<file path="config.mk">
export PLATFORM = sky130hd
export DESIGN_NAME = ibf_ram
export DESIGN_NICKNAME = d
export VERILOG_FILES = /design/src/hw/rtl/ibf_ram.sv
export SDC_FILE = /design/constraint.sdc
export NUM_CORES = 1
export LEC_CHECK = 0
export ABC_AREA = 1
export BUFFER_PORTS_ARGS = -buffer_cell sky130_fd_sc_hd__buf_2
export CAP_MARGIN = 20
export CORE_MARGIN = 2
export CORE_UTILIZATION = 37
export DETAILED_ROUTE_END_ITERATION = 10
export GPL_TIMING_DRIVEN = 0
export HOLD_SLACK_MARGIN = 0.12
export MAX_ROUTING_LAYER = met4
export PLACE_DENSITY_LB_ADDON = 0.2
export SLEW_MARGIN = 30
export SYNTH_ARGS = -nofsm -noshare
export SYNTH_HDL_FRONTEND = slang
export SYNTH_SLANG_ARGS = --single-unit
</file>
<file path="constraint.sdc">
create_clock -name clk -period 3.4 [get_ports clk]
set_input_delay 0.68 -clock clk [delete_from_list [all_inputs] [get_ports clk]]
set_output_delay 0.68 -clock clk [all_outputs]
set_load 0.03 [all_outputs]
</file>
<file path="src/hw/rtl/ibf_ram.sv">
`default_nettype none
// ----------------------------------------------------------------------------
// ibf_ram
// Generic simple dual-port RAM: one write port, one read port with the read
// data registered.
// ----------------------------------------------------------------------------
module ibf_ram #(
  parameter int WIDTH = 8,
  parameter int DEPTH = 16,
  localparam int AW = (DEPTH > 1) ? $clog2(DEPTH) : 1
) (
  input  wire logic             clk,
  input  wire logic             we,
  input  wire logic [AW-1:0]    waddr,
  input  wire logic [WIDTH-1:0] wdata,
  input  wire logic             re,
  input  wire logic [AW-1:0]    raddr,
  output logic      [WIDTH-1:0] rdata
);

  logic [WIDTH-1:0] mem_r [DEPTH];
  logic [WIDTH-1:0] rdata_r;

  always_ff @(posedge clk) begin
    if (we) begin
      mem_r[waddr] <= wdata;
    end
    if (re) begin
      rdata_r <= mem_r[raddr];
    end
  end

  assign rdata = rdata_r;

endmodule
`default_nettype wire

</file>
Word level (Yosys, flattened, before mapping)

Memories as Yosys holds them, arrays and structs flattened. A register that Yosys moved wholly into a read port is not among the register bits.
Index checks and enable logic that the tools add are counted.

Mux-type cells: 2

Operators by type and width:

| cell    | count |
|---|---|
| $mux W1 | 2 |

Register bits after elaboration: 0
RAM bits: 128
Bits of input ports: 19
Output and inout bits: 8
Word-level logic and storage cells: 3
Memories: 1

Memory list:

| memory | words | width | rd ports | clocked after memory_dff | write ports | RTL line | source |
|---|---|---|---|---|---|---|---|
| mem_r  | 16    | 8     | 1        | 1                        | 1           | 21       | `logic [WIDTH-1:0] mem_r [DEPTH];` |

Longest topological paths before layout

Depth after elaboration: 2
Mapped depth: 8
Gate-level depth less buffers: 7

Worst setup path before layout

OpenSTA, ideal clock, no wires.

Kind: input -> register
Start: in waddr[2]
End: mem mem_r[10][0] (enable)
Setup time: 0.370 ns
Data arrival time: 1.261 ns
Data required time: 3.030 ns
Path slack: 1.769 ns
Stages on the path: 2
Path through: nand3b_1 -> nor2_1

RTL lines:

| what               | RTL line | source |
|---|---|---|
| start: declaration | 14       | `input wire logic [AW-1:0] waddr,` |
| end: declaration   | 21       |  |

No word-level cell before the write port.

Worst setup path after layout

Start: in waddr[3]
End: mem mem_r[4][2] (enable)

No word-level cell before the write port.

==> key figures <==
Status
  • Status: complete, no violations

Worst hold path
  • Hold Path Class: in -> reg

Job
  • Number of max-cap violations: 0

Synth
  • Cell Area, Synth: 5850 sq um
  • Top post-synthesis cells by area: edfxtp_1, nand2_1, nand3_1, inv_1, buf_6
  • Syn avg cell area: 10.6 sq um
  • Post-Synthesis Cells: 551
  • Syn nets: 570
  • YS warnings: 0
  • Top-area cell type share of the netlist area: 0.698
  • Synth Register Bits: 136
  • Post-synthesis sequential area ratio: 0.698
  • Netlist cell types: 11
  • Yosys top cell by area: edfxtp_1

Clocking
  • Post-CTS setup buffer count: 0
  • Root buffer cell: clkbuf_16
  • Clk buf depth: 2
  • CTS Buf Count: 17
  • Worst skew pair latency: 420 ps
  • CTS hold repair buffers: 0
  • Post-cts gate resize count: 0
  • H-Tree Depth: 4
  • CTS clk-pin slew, worst paths: 60 ps
  • CTS tree: built
  • Clock tree sinks: 136

Final layout
  • Antenna fix cells: 0
  • Layout cell share with drive strength beyond 1: 0.120
  • Final Net Count: 612
  • Area grow syn2layout: 16.6%
  • Design Area, Final: 6820 sq um

Routing
  • Total Wirelength: 14.4 mm
  • DRC: 0
  • DR vias: 3,806
  • Initial drt markers: 364
  • Wire per inst: 17.7 um
  • Post-DRT Antenna Nets: 0
  • Drt pass-1 iters: 4
  • DR vias/cell: 4.66

Placement
  • I/O Buffers: 23
  • GPL Wtd Cong: 0.853
  • Post-DP Area: 6230 sq um
  • Final HPWL DP: 9.53 mm

Setup path
  • Worst Path Arrival: 1780 ps
  • Crit-path max cell delay: 720 ps
  • WS Path Type: in -> reg
  • Crit-path slowest cell: nor2_1
  • Crit-path max FO: 8
  • Type of origin of the critical path: input pin
  • Critical path endpoint category: flip-flop
  • Crit-path cells: buf_2 > nand3b_1 > nor2_1
  • Critical Path RT: 3440 ps

GRT
  • Met2 Use GR: 0.275
  • Met3 Track Usage GR: 0.0455
  • GRT met1 Usage: 0.274
  • Initial antenna violation count: 0
  • Total global routing overflow: 0
  • Gr busiest metal: met2
  • Vias in the first global route: 3,698
  • GRT Total Usage: 0.193
  • Largest net degree at the start of global routing: 17
  • First-pass GRT wire length: 22.2 mm

Pwr
  • LEAKAGE: 2.91 nW
  • VDD IR max: 0.350 mV
  • PD cells: 591 nW/um^2

Timing
  • Unrepaired setup endpoints after global routing: false
  • Setup TNS: 0 ps
  • Worst slew margin: 0.412
  • Crit share post-route: 0.512
  • Fmax: 575 MHz
  • Final hold vios: 0
  • Min Tclk post-route: 1740 ps
  • Worst Tran Pin Value: 879 ps
  • Skew final: 12.2 ps
  • Final setup fails: 0
  • Max-slew violation count: 0

Die
  • Initial Utilization: 0.382
  • Die Span Y: 130 um
  • Die X: 130 um
  • IO Pins: 27
  • Core area: 15,300 sq um
  • Die area: 16,800 sq um
  • # rows: 45
[registers in the layout, indices dropped and copies added (netlist names)]
| signal | cells |
|---|---|
| mem_r | 128 |
| rdata | 8 |
[synth_stat cells]
cell type and n:
inv_2 2, nor2_1 17, inv_1 100, buf_1 1
nand2_1 173, nand3_1 97, buf_4 4, edfxtp_1 136
buf_2 13, nand3b_1 2, buf_6 6
[critical path: cells and delay by family]
kind,cells,cell delay [ps]
buf+inv,1,120
simple gates,2,970
[where the power goes]
group / leakage [nW] / internal (W) / total, W / switching [W]
clock network: 0.287 / 0.00121 / 0.00187 / 0.000660
logic: 1.39 / 0.0000707 / 0.000259 / 0.000188
registers: 1.24 / 0.00189 / 0.00190 / 0.00000827
[path summary, 6_finish.rpt]
| path | cells after the start | end | start | slack, ps |
|---|---|---|---|---|
| worst max-delay path | 3 | mem_r[4][2] | waddr[3] | 1660 |
| worst min-delay path | 1 | rdata[4] | re | 590 |
| worst max register to register | 6 | rdata[0] | mem_r[15][0] | 2220 |
| worst min register to register | 6 | rdata[5] | mem_r[13][5] | 800 |
[routing by layer]
metal / up-vias / wire [um]
met4: 0 / 206
met5: - / 0
met3: 18 / 881
li1: 1865 / -
met2: 123 / 6570
met1: 1800 / 6770
[metrics by stage]
step	setup WS, ps	hold slack (ps)	instances	total power (W)	utilization
6_report	1660	592	817	0.00403	0.445
5_1_grt	1580	601	817	0.00416	0.445
4_1_cts	1620	594	817	0.00406	0.445
3_5_place_dp	1180	783	785	0.00219	0.407
3_3_place_gp	1260	779	785	0.00219	0.407
2_1_floorplan	1770	683	551	0.00208	-
[cells by family after synthesis]
family                 count (synthesis)  share of synthesized area
buffers and inverters                126                     0.0939
DFF                                  136                      0.698
and+or+nand+nor                      289                      0.208
[area by class of cell]
class                      instances  area [sq um]
inverter                         102           383
multi-input combinational        289          1210
buffer                            24           166
clock inverter                    11           154
tap                              211           264
fill                            1511          8490
clock buffer                      21           440
timing repair buffer              23           115
sequential                       136          4080
[cell usage in the layout, fill, tap and decap left out]
master,synthesis,final
nand3_1,97,97
inv_1,100,100
clkinv_2,0,3
clkbuf_1,0,4
buf_1,1,1
clkinv_1,0,3
buf_6,6,6
inv_2,2,2
nor2_1,17,17
buf_4,4,4
clkinvlp_4,0,1
nand2_1,173,173
clkbuf_16,0,17
edfxtp_1,136,136
nand3b_1,2,2
buf_2,13,36
bufinv_16,0,4
(Power assumes the default switching activity.)
